File: src/sv/mcfsm_pkg.sv
`timescale 1ns / 1ps

package mcfsm_pkg;

    // Controller states, one-hot
    typedef enum logic [10:0] {
        ST_FETCH    = 11'b000_0000_0001,
        ST_DECODE   = 11'b000_0000_0010,
        ST_ADDR     = 11'b000_0000_0100,
        ST_MEM_RD   = 11'b000_0000_1000,
        ST_LOAD_WB  = 11'b000_0001_0000,
        ST_STORE    = 11'b000_0010_0000,
        ST_ITYPE_WB = 11'b000_0100_0000,
        ST_RTYPE_EX = 11'b000_1000_0000,
        ST_RTYPE_WB = 11'b001_0000_0000,
        ST_BRANCH   = 11'b010_0000_0000,
        ST_JUMP     = 11'b100_0000_0000
    } state_t;

    // Opcodes
    localparam logic [3:0] OP_RTYPE = 4'd0;
    localparam logic [3:0] OP_JUMP  = 4'd2;
    localparam logic [3:0] OP_ADDI  = 4'd4;
    localparam logic [3:0] OP_BEQ   = 4'd8;
    localparam logic [3:0] OP_LW    = 4'd11;
    localparam logic [3:0] OP_SW    = 4'd15;

    // R-type function codes
    localparam logic [2:0] FN_ADD = 3'd0;
    localparam logic [2:0] FN_SUB = 3'd2;
    localparam logic [2:0] FN_AND = 3'd4;
    localparam logic [2:0] FN_OR  = 3'd5;

    // ALU operation codes
    localparam logic [2:0] ALU_ADD = 3'd0;
    localparam logic [2:0] ALU_SUB = 3'd2;

    // Next pc select
    localparam logic [1:0] PCS_ALU    = 2'd0;
    localparam logic [1:0] PCS_BRANCH = 2'd1;
    localparam logic [1:0] PCS_JUMP   = 2'd2;

    // ALU B operand select
    localparam logic [1:0] SRCB_REG   = 2'd0;
    localparam logic [1:0] SRCB_CONST = 2'd1;
    localparam logic [1:0] SRCB_IMM   = 2'd2;

    // Full set of control outputs
    typedef struct packed {
        logic [1:0] alu_src_b;
        logic       alu_src_a;
        logic [2:0] alu_control;
        logic       reg_dest;
        logic [1:0] pc_source;
        logic       pc_write;
        logic       mem_to_reg;
        logic       ir_write;
        logic       reg_write;
        logic       instr_or_data;
        logic       mem_write;
        logic       branch_enable;
    } ctrl_t;

endpackage

File: src/sv/multicycle_cpu_control_fsm_top.sv
`timescale 1ns / 1ps

// Control unit of a small multicycle processor.
// Each beat on the slave channel is one clock step of the processor and
// carries the current instruction's opcode and function code. The unit
// updates the control signals named by its current state, holds the rest,
// advances to the next state and sends all twelve control signals as one
// beat on the master channel.
// The result beat is registered and appears in the cycle after the input beat is taken.
// Throughput: one beat per cycle while the receiver takes each result; the
// next-state and control logic is a single decode between the state registers and the output register.
// s_tready is high whenever the output register is empty or being drained,
// so a stalled receiver holds the result and blocks only new input.
// Reset puts the unit in the fetch state with all control signals zero and
// empties the output register.
// Unknown opcodes keep the unit in the decode or address state.

module multicycle_cpu_control_fsm_top
    import mcfsm_pkg::*;
(
    input  logic        clk,
    input  logic        rst_n,
    input  logic        s_tvalid,
    output logic        s_tready,
    input  logic [7:0]  s_tdata,   // [3:0] opcode, [6:4] function_code, [7] zero
    output logic        m_tvalid,
    input  logic        m_tready,
    output logic [15:0] m_tdata    // [0] branch_enable, [1] mem_write,
                                   // [2] instr_or_data, [3] reg_write,
                                   // [4] ir_write, [5] mem_to_reg, [6] pc_write,
                                   // [8:7] pc_source, [9] reg_dest,
                                   // [12:10] alu_control, [13] alu_src_a,
                                   // [15:14] alu_src_b
);

    state_t      state_reg;
    state_t      state_next;
    ctrl_t       ctrl_reg;
    ctrl_t       ctrl_next;
    logic        m_tvalid_reg;
    logic [15:0] m_tdata_reg;
    logic [3:0]  opcode;
    logic [2:0]  function_code;
    logic        s_accept;
    logic        op_known;

    assign opcode        = s_tdata[3:0];
    assign function_code = s_tdata[6:4];
    assign s_tready      = !m_tvalid_reg || m_tready;
    assign s_accept      = s_tvalid && s_tready;
    assign m_tvalid      = m_tvalid_reg;
    assign m_tdata       = m_tdata_reg;

    assign op_known = (opcode == OP_RTYPE) || (opcode == OP_JUMP) || (opcode == OP_ADDI)
                   || (opcode == OP_BEQ) || (opcode == OP_LW) || (opcode == OP_SW);

    // Update the signals the current state names, hold the rest
    always_comb
    begin
        state_next = state_reg;
        ctrl_next  = ctrl_reg;
        unique case (state_reg)
            ST_FETCH:
            begin
                ctrl_next.mem_write     = 1'b0;
                ctrl_next.alu_src_a     = 1'b0;
                ctrl_next.instr_or_data = 1'b0;
                ctrl_next.ir_write      = 1'b1;
                ctrl_next.alu_src_b     = SRCB_CONST;
                ctrl_next.alu_control   = ALU_ADD;
                ctrl_next.pc_write      = 1'b1;
                ctrl_next.pc_source     = PCS_ALU;
                ctrl_next.reg_dest      = 1'b1;
                state_next              = ST_DECODE;
            end
            ST_DECODE:
            begin
                ctrl_next.alu_src_a   = 1'b0;
                ctrl_next.alu_src_b   = SRCB_IMM;
                ctrl_next.alu_control = ALU_ADD;
                ctrl_next.reg_dest    = 1'b1;
                case (opcode)
                    OP_RTYPE:
                    begin
                        case (function_code) inside
                            FN_SUB, FN_AND, FN_OR: ctrl_next.alu_control = function_code;
                            default:               ctrl_next.alu_control = ALU_ADD;
                        endcase
                        state_next = ST_RTYPE_EX;
                    end
                    OP_JUMP:              state_next = ST_JUMP;
                    OP_ADDI, OP_LW, OP_SW: state_next = ST_ADDR;
                    OP_BEQ:               state_next = ST_BRANCH;
                    default:              state_next = ST_DECODE;
                endcase
            end
            ST_ADDR:
            begin
                ctrl_next.alu_src_a   = 1'b1;
                ctrl_next.alu_src_b   = SRCB_IMM;
                ctrl_next.alu_control = ALU_ADD;
                case (opcode)
                    OP_ADDI: state_next = ST_ITYPE_WB;
                    OP_LW:   state_next = ST_MEM_RD;
                    OP_SW:   state_next = ST_STORE;
                    default: state_next = ST_ADDR;
                endcase
            end
            ST_MEM_RD:
            begin
                ctrl_next.mem_write     = 1'b0;
                ctrl_next.instr_or_data = 1'b1;
                ctrl_next.alu_src_a     = 1'b1;
                ctrl_next.alu_src_b     = SRCB_IMM;
                state_next              = ST_LOAD_WB;
            end
            ST_LOAD_WB:
            begin
                ctrl_next.reg_write  = 1'b1;
                ctrl_next.mem_to_reg = 1'b1;
                ctrl_next.reg_dest   = 1'b0;
                ctrl_next.alu_src_a  = 1'b1;
                ctrl_next.alu_src_b  = SRCB_IMM;
                state_next           = ST_FETCH;
            end
            ST_STORE:
            begin
                ctrl_next.mem_write     = 1'b1;
                ctrl_next.instr_or_data = 1'b1;
                ctrl_next.alu_src_a     = 1'b1;
                ctrl_next.alu_src_b     = SRCB_IMM;
                state_next              = ST_FETCH;
            end
            ST_ITYPE_WB:
            begin
                ctrl_next.mem_write  = 1'b0;
                ctrl_next.reg_write  = 1'b1;
                ctrl_next.reg_dest   = 1'b0;
                ctrl_next.mem_to_reg = 1'b0;
                ctrl_next.alu_src_a  = 1'b1;
                ctrl_next.alu_src_b  = SRCB_IMM;
                state_next           = ST_FETCH;
            end
            ST_RTYPE_EX:
            begin
                ctrl_next.alu_src_a = 1'b1;
                ctrl_next.alu_src_b = SRCB_REG;
                ctrl_next.reg_dest  = 1'b1;
                state_next          = ST_RTYPE_WB;
            end
            ST_RTYPE_WB:
            begin
                ctrl_next.reg_dest   = 1'b1;
                ctrl_next.reg_write  = 1'b1;
                ctrl_next.mem_to_reg = 1'b0;
                state_next           = ST_FETCH;
            end
            ST_BRANCH:
            begin
                ctrl_next.alu_src_a     = 1'b1;
                ctrl_next.alu_src_b     = SRCB_IMM;
                ctrl_next.alu_control   = ALU_SUB;
                ctrl_next.branch_enable = 1'b1;
                ctrl_next.pc_write      = 1'b0;
                ctrl_next.pc_source     = PCS_BRANCH;
                state_next              = ST_FETCH;
            end
            ST_JUMP:
            begin
                ctrl_next.pc_write  = 1'b1;
                ctrl_next.pc_source = PCS_JUMP;
                state_next          = ST_FETCH;
            end
            default:
            begin
                state_next = state_reg;
                ctrl_next  = ctrl_reg;
            end
        endcase
    end

    // Advance the state and held signals on each accepted beat
    always_ff @(posedge clk or negedge rst_n)
    begin
        if (!rst_n)
        begin
            state_reg <= ST_FETCH;
            ctrl_reg  <= '0;
        end
        else if (s_accept)
        begin
            state_reg <= state_next;
            ctrl_reg  <= ctrl_next;
        end
    end

    // Output beat valid flag
    always_ff @(posedge clk or negedge rst_n)
    begin
        if (!rst_n)
        begin
            m_tvalid_reg <= 1'b0;
        end
        else if (s_accept)
        begin
            m_tvalid_reg <= 1'b1;
        end
        else if (m_tready)
        begin
            m_tvalid_reg <= 1'b0;
        end
    end

    // Load the result beat
    always_ff @(posedge clk)
    begin
        if (s_accept)
        begin
            m_tdata_reg <= ctrl_next;
        end
    end

`ifndef SYNTHESIS
    a_state_onehot: assert property (@(posedge clk) disable iff (!rst_n)
        $onehot(state_reg))
        else $error("controller state is not one-hot");

    a_fetch_to_decode: assert property (@(posedge clk) disable iff (!rst_n)
        (s_accept && state_reg == ST_FETCH) |=> (state_reg == ST_DECODE && ctrl_reg.ir_write))
        else $error("fetch did not advance to decode");

    a_decode_unknown: assert property (@(posedge clk) disable iff (!rst_n)
        (s_accept && state_reg == ST_DECODE && !op_known) |=> (state_reg == ST_DECODE))
        else $error("unknown opcode left decode");

    a_branch_ctrl: assert property (@(posedge clk) disable iff (!rst_n)
        (s_accept && state_reg == ST_BRANCH)
            |=> (ctrl_reg.branch_enable && !ctrl_reg.pc_write
                 && ctrl_reg.pc_source == PCS_BRANCH && state_reg == ST_FETCH))
        else $error("branch state set wrong controls");

    a_result_matches: assert property (@(posedge clk) disable iff (!rst_n)
        s_accept |=> (m_tdata_reg == ctrl_reg))
        else $error("result beat differs from held controls");
`endif

endmodule
File: config.mk
export PLATFORM = sky130hd
export DESIGN_NAME = multicycle_cpu_control_fsm_top
export DESIGN_NICKNAME = d
export VERILOG_FILES = /design/src/sv/mcfsm_pkg.sv /design/src/sv/multicycle_cpu_control_fsm_top.sv
export SDC_FILE = /design/constraint.sdc
export NUM_CORES = 1
export LEC_CHECK = 0
export ABC_AREA = 1
export BUFFER_PORTS_ARGS = -buffer_cell sky130_fd_sc_hd__buf_4
export CAP_MARGIN = 10
export CORE_ASPECT_RATIO = 0.75
export CORE_MARGIN = 3
export CORE_UTILIZATION = 30
export DETAILED_ROUTE_END_ITERATION = 6
export HOLD_SLACK_MARGIN = 0.06
export MAX_ROUTING_LAYER = met4
export PLACE_DENSITY = 0.57
export SLEW_MARGIN = 25
export SYNTH_ARGS = -nofsm -noshare
export SYNTH_HDL_FRONTEND = slang
export SYNTH_SLANG_ARGS = --single-unit
File: constraint.sdc
create_clock -name clk -period 2.54 [get_ports clk]
set_input_delay 0 -clock clk [delete_from_list [all_inputs] [get_ports clk]]
set_output_delay 0 -clock clk [all_outputs]
set_load 0.005 [all_outputs]
* Yosys cells after proc, flatten, opt, wreduce, memory -nomap -nowiden
Cells that the tools add are included.
Word-level totals: memory bits (read-only) 0, memories kept 0, output and inout port bits 18, flip-flop bits (word level) 44, input bits 12, logic and storage cells 69, bits in latches 0, bits in writable memories 0
Cells by class: muxes and demuxes 17, reduce and logical (&&, ||, !) cells 18, $mul 0, magnitude comparators 0, $add $sub $neg 0, divide/modulo/power cells 0, shift operators 0, bitwise operators 0, equality and inequality tests 19
Operators with widths (count):
- one-hot mux 11 bit (6 select lines) | 1
- one-hot mux 11 bit (4 select lines) | 1
- one-hot mux 7 bit (3 select lines) | 1
- one-hot mux 3 bit (3 select lines) | 2
- equality test 4 bit (second input constant) | 3
- one-hot mux 3 bit (4 select lines) | 1
- OR reduction 3 bit | 4
- OR reduction 6 bit | 2
- equality test 11 x 1 -> 1 bit (second input constant) | 1
- equality test 11 x 10 -> 1 bit (second input constant) | 1
- equality test 11 bit (second input constant) | 1
- equality test 11 x 2 -> 1 bit (second input constant) | 1
- equality test 11 x 3 -> 1 bit (second input constant) | 1
- equality test 11 x 4 -> 1 bit (second input constant) | 1
- equality test 11 x 5 -> 1 bit (second input constant) | 1
- equality test 11 x 6 -> 1 bit (second input constant) | 1
- equality test 11 x 7 -> 1 bit (second input constant) | 1
- equality test 11 x 8 -> 1 bit (second input constant) | 1
- equality test 11 x 9 -> 1 bit (second input constant) | 1
- one-hot mux 1 bit (2 select lines) | 4
- OR reduction 2 bit | 4
- equality test 3 bit (second input constant) | 2
- two-way mux 3 bit | 2
- nonzero test 6 bit | 1
- other kinds (11) | 15

* Longest topological paths before layout
word-level depth 5, gate-level depth with buffers 11, depth with buffers taken out 11

* Least setup slack after synthesis
No wires, ideal clock.
kind register to register, start point register m_tvalid_reg, in the netlist m_tvalid, end point register m_tdata_reg[0], in the netlist m_tdata[0], enable pin, cell stages (with the launch flop) 5, data arrival time 1492 ps, clock period less this slack 1877 ps, data required time 2155 ps, path buffers 1, slack 663 ps, cells stage by stage dfrtp_1 nand2_1 nand2_1 inv_2 clkbuf_1
On the way: cells in the longest elaborated chain, start to end 3
RTL lines:
- start, declared | line multicycle_cpu_control_fsm_top.sv:40 | logic m_tvalid_reg;
- start signal, assigned | line multicycle_cpu_control_fsm_top.sv:202 | m_tvalid_reg <= 1'b0;
- start signal, assigned | line multicycle_cpu_control_fsm_top.sv:206 | m_tvalid_reg <= 1'b1;
- start signal, assigned | line multicycle_cpu_control_fsm_top.sv:210 | m_tvalid_reg <= 1'b0;
- zero test 1 bit | line multicycle_cpu_control_fsm_top.sv:49 | assign s_tready = !m_tvalid_reg || m_tready;
- logical OR 1 bit | line multicycle_cpu_control_fsm_top.sv:49
- via s_tready | line multicycle_cpu_control_fsm_top.sv:24 | output logic s_tready,
- logical AND 1 bit | line multicycle_cpu_control_fsm_top.sv:50 | assign s_accept = s_tvalid && s_tready;
- via s_accept | line multicycle_cpu_control_fsm_top.sv:44 | logic s_accept;
- end signal, assigned | line multicycle_cpu_control_fsm_top.sv:219 | m_tdata_reg <= ctrl_next;
- end, declared | line multicycle_cpu_control_fsm_top.sv:41 | logic [15:0] m_tdata_reg;
The timed path passes the listed nets, and every way through them passes these cells. A chain may end at the register's enable or synchronous reset.

* Worst setup path after layout
start point register state_reg[10], end point register ctrl_reg[12] (netlist name)
On the way: cells in the longest elaborated chain, start to end 3, elaborated cells on any way between the ends 6, those cells by class eq/ne: 4; mux: 1; reduce/logical: 1
RTL lines:
- start, declared | line multicycle_cpu_control_fsm_top.sv:36 | state_t state_reg;
- start signal, assigned | line multicycle_cpu_control_fsm_top.sv:192 | state_reg <= state_next;
- equality test 11 x 3 -> 1 bit or equality test 11 x 1 -> 1 bit (tied branches) | line multicycle_cpu_control_fsm_top.sv:62 | unique case (state_reg)
- OR reduction 2 bit (no source line)
- one-hot mux 3 bit (3 select lines) (*) | line multicycle_cpu_control_fsm_top.sv:62
- end signal, assigned | line multicycle_cpu_control_fsm_top.sv:193 | ctrl_reg <= ctrl_next;
- end, declared | line multicycle_cpu_control_fsm_top.sv:38 | ctrl_t ctrl_reg;
Every way passes the cells marked *; elsewhere a longest branch is shown, timed or not.

==> impl_metrics.tcl <==
set metrics [dict create \
    run_status "complete, no violations" \
    synth_simple_gate_area_share_pct 33.8 \
    whs_ps 80.0 \
    die_h_um 81.8 \
    rows 26 \
    cts_tree "yes" \
    drt-pass1-iter-count 6 \
    cts_buffer_depth 2 \
    cts_root_buf "clkbuf_8" \
    async_flop_share_pct 63.6 \
    grt_use_total_pct 12.3 \
    arrival_ps 2380 \
    die_area_sq_um 8770 \
    num_vias 1841 \
    initial_core_util_pct 32.3 \
    synth_top_family_by_area "simple AND/OR/NAND/NOR gates" \
    diodes 0 \
    finalPower_uw 1590 \
    synthesis.nets 280 \
    wl_per_cell_um 11.9 \
    ys_seq_area_share_pct 51.4 \
    cts_buffers 5 \
    wl_mm 4.87 \
    place_ws_ps 772 \
    die_w_um 107 \
    worstMarginPinSlew_ps 360 \
    postSynthAreaPerCell_sq_um 8.59 \
    drive_above_1_share_pct 23.2 \
    ys_ff_latch 44 \
    yosys-top-cells-area "dfrtp_1 (29%), edfxtp_1 (21%), nand2_1 (11%)" \
    start_kind "flip-flop" \
    port_buffers 28 \
    clock_sinks 44 \
    yosysMostFrequentCell "nand2_1" \
    place_congestion 0.832 \
    synth_warnings 0 \
    cts.clk_slew.worst_paths_ps 80 \
    slew-limit-headroom_pct 76.0 \
    post-route-period-util_pct 84.5 \
    synth_cell_type_count 30 \
    finalClockSkew_ps 6.17 \
    min-delay-path-class "primary input to flip-flop" \
    nNetsFinal 322 \
    slew_violations 0 \
    via_per_inst 4.50 \
    cp_max_fo 7 \
    grt_pass1_vias 1701 \
    max_freq_mhz 466 \
    fin_crit_ps 2150 \
    powerDensity_nw_per_um2 560 \
    synth-edff-count 16 \
    clkLatencyLatePin_ps 300 \
    critPathRequiredTime_ps 2770 \
    criticalPathCategory "flip-flop to flip-flop" \
    synth_top_area_share_pct 29.4 \
    synth_largest_area_cell "dfrtp_1" \
    h-tree-depth 2 \
    drt_iter0_drc 104 \
    post_cts_buffers 0 \
    setup_viol 0 \
    dp.cells 394 \
    nFillCells 736 \
    synth_commonest_cells "nand2_1 (69), inv_1 (41), dfrtp_1 (27)" \
    grt_pass1_wl_mm 8.18 \
    grt_setup_unrepaired "no" \
    hold_viol_final 0 \
    power_leakage_uw 0.00149 \
    ant_nets 0 \
    area_delta_synth_final_pct 23.1 \
    worst_setup_path_end_kind "flip-flop" \
    synthCells 268 \
    synth_adder_area_share_pct 0 \
    synth_ff_type "dfrtp_1" \
    ios 30 \
    coreArea_sq_um 7120 \
    dp_hpwl_mm 3.67 \
    drv_cap 0 \
    antenna_found_initial 0 \
    grt_max_degree 29 \
    route.detailed.drc 0 \
    synthXorXnorAreaFrac_pct 0 \
    grt-ovfl-total 0 \
    synth-compound-area-share_pct 6.85 \
    synthMuxAreaShare_pct 0 \
    vdd_drop_max_uv 249 \
    final.setup.tns_ps 0 \
    fin_cells 409 \
    setup_slack_ps 393 \
    syn_area_sq_um 2300 \
]
cells in the final DEF (no fill, tap or decap), types with 6 or more instances in the layout:
master / count
buf_4: 30
clkbuf_8: 6
dfrtp_1: 27
dlygate4sd3_1: 7
edfxtp_1: 16
inv_1: 41
nand2_1: 69
nand2_2: 6
nand2_4: 9
nand3_1: 22
nand4_1: 9
nor2_1: 19
o21ai_0: 14
cell type report:
cell class,instances,area (sq um),area share [%]
sequential,44,1180,41.7
multi-input combinational,176,936,33.0
timing repair buffer,37,295,10.4
inverter,46,175,6.18
tap,98,123,4.33
clock buffer,6,82.6,2.92
clock inverter,2,38.8,1.37
layer usage:
layer	global-route usage, %	up-vias	share of wire (%)
met4	3.45	0	0.82
li1	-	941	-
met2	17.5	52	41
met5	-	-	0
met3	2.83	6	5.8
met1	17.5	842	52
through the flow:
step	cell area [sq um]	util, %
finish	2830	39.8
global route	2830	39.8
CTS	2830	39.8
detailed placement	2640	37.1
global placement	2640	37.1
floorplan	2300	-
path summary, 6_finish.rpt:
kind,from,to,slack (ps),depth (start not counted)
min in group asynchronous,rst_n,ctrl_reg[15],150,2
max in group asynchronous,rst_n,state_reg[0],2080,2
max,state_reg[10],ctrl_reg[12],390,8
max reg2reg,state_reg[10],ctrl_reg[12],390,8
min reg2reg,ctrl_reg[4],ctrl_reg[4],450,2
min,s_tdata[6],m_tdata[12],80,3
kinds of logic after synthesis:
family	after synthesis
AO/OA/AOI/OAI	27
AND/OR/NAND/NOR	149
buffers and inverters	48
flip-flops	44
power by group:
part           internal, uW  switching, uW
registers               810           20.1
clock network           322            249
logic                  83.5            101
total                  1220            370
repair_timing:
action                     in CTS  in global routing
hold buffers                    7                  0
hold endpoints to repair       34                  0
resized for setup               0                  0
setup endpoints to repair       0                  0
worst max-delay path: stages, from the launching register on:
cell,delay [ps]
dfrtp_1,470
nor2_4,170
nand2_4,90
nor2_8,190
nand2_4,120
nor2_4,150
nand3b_2,130
dlygate4sd3_1,590
a31oi_1,160
Note: power is estimated with default switching activity, not from simulation.
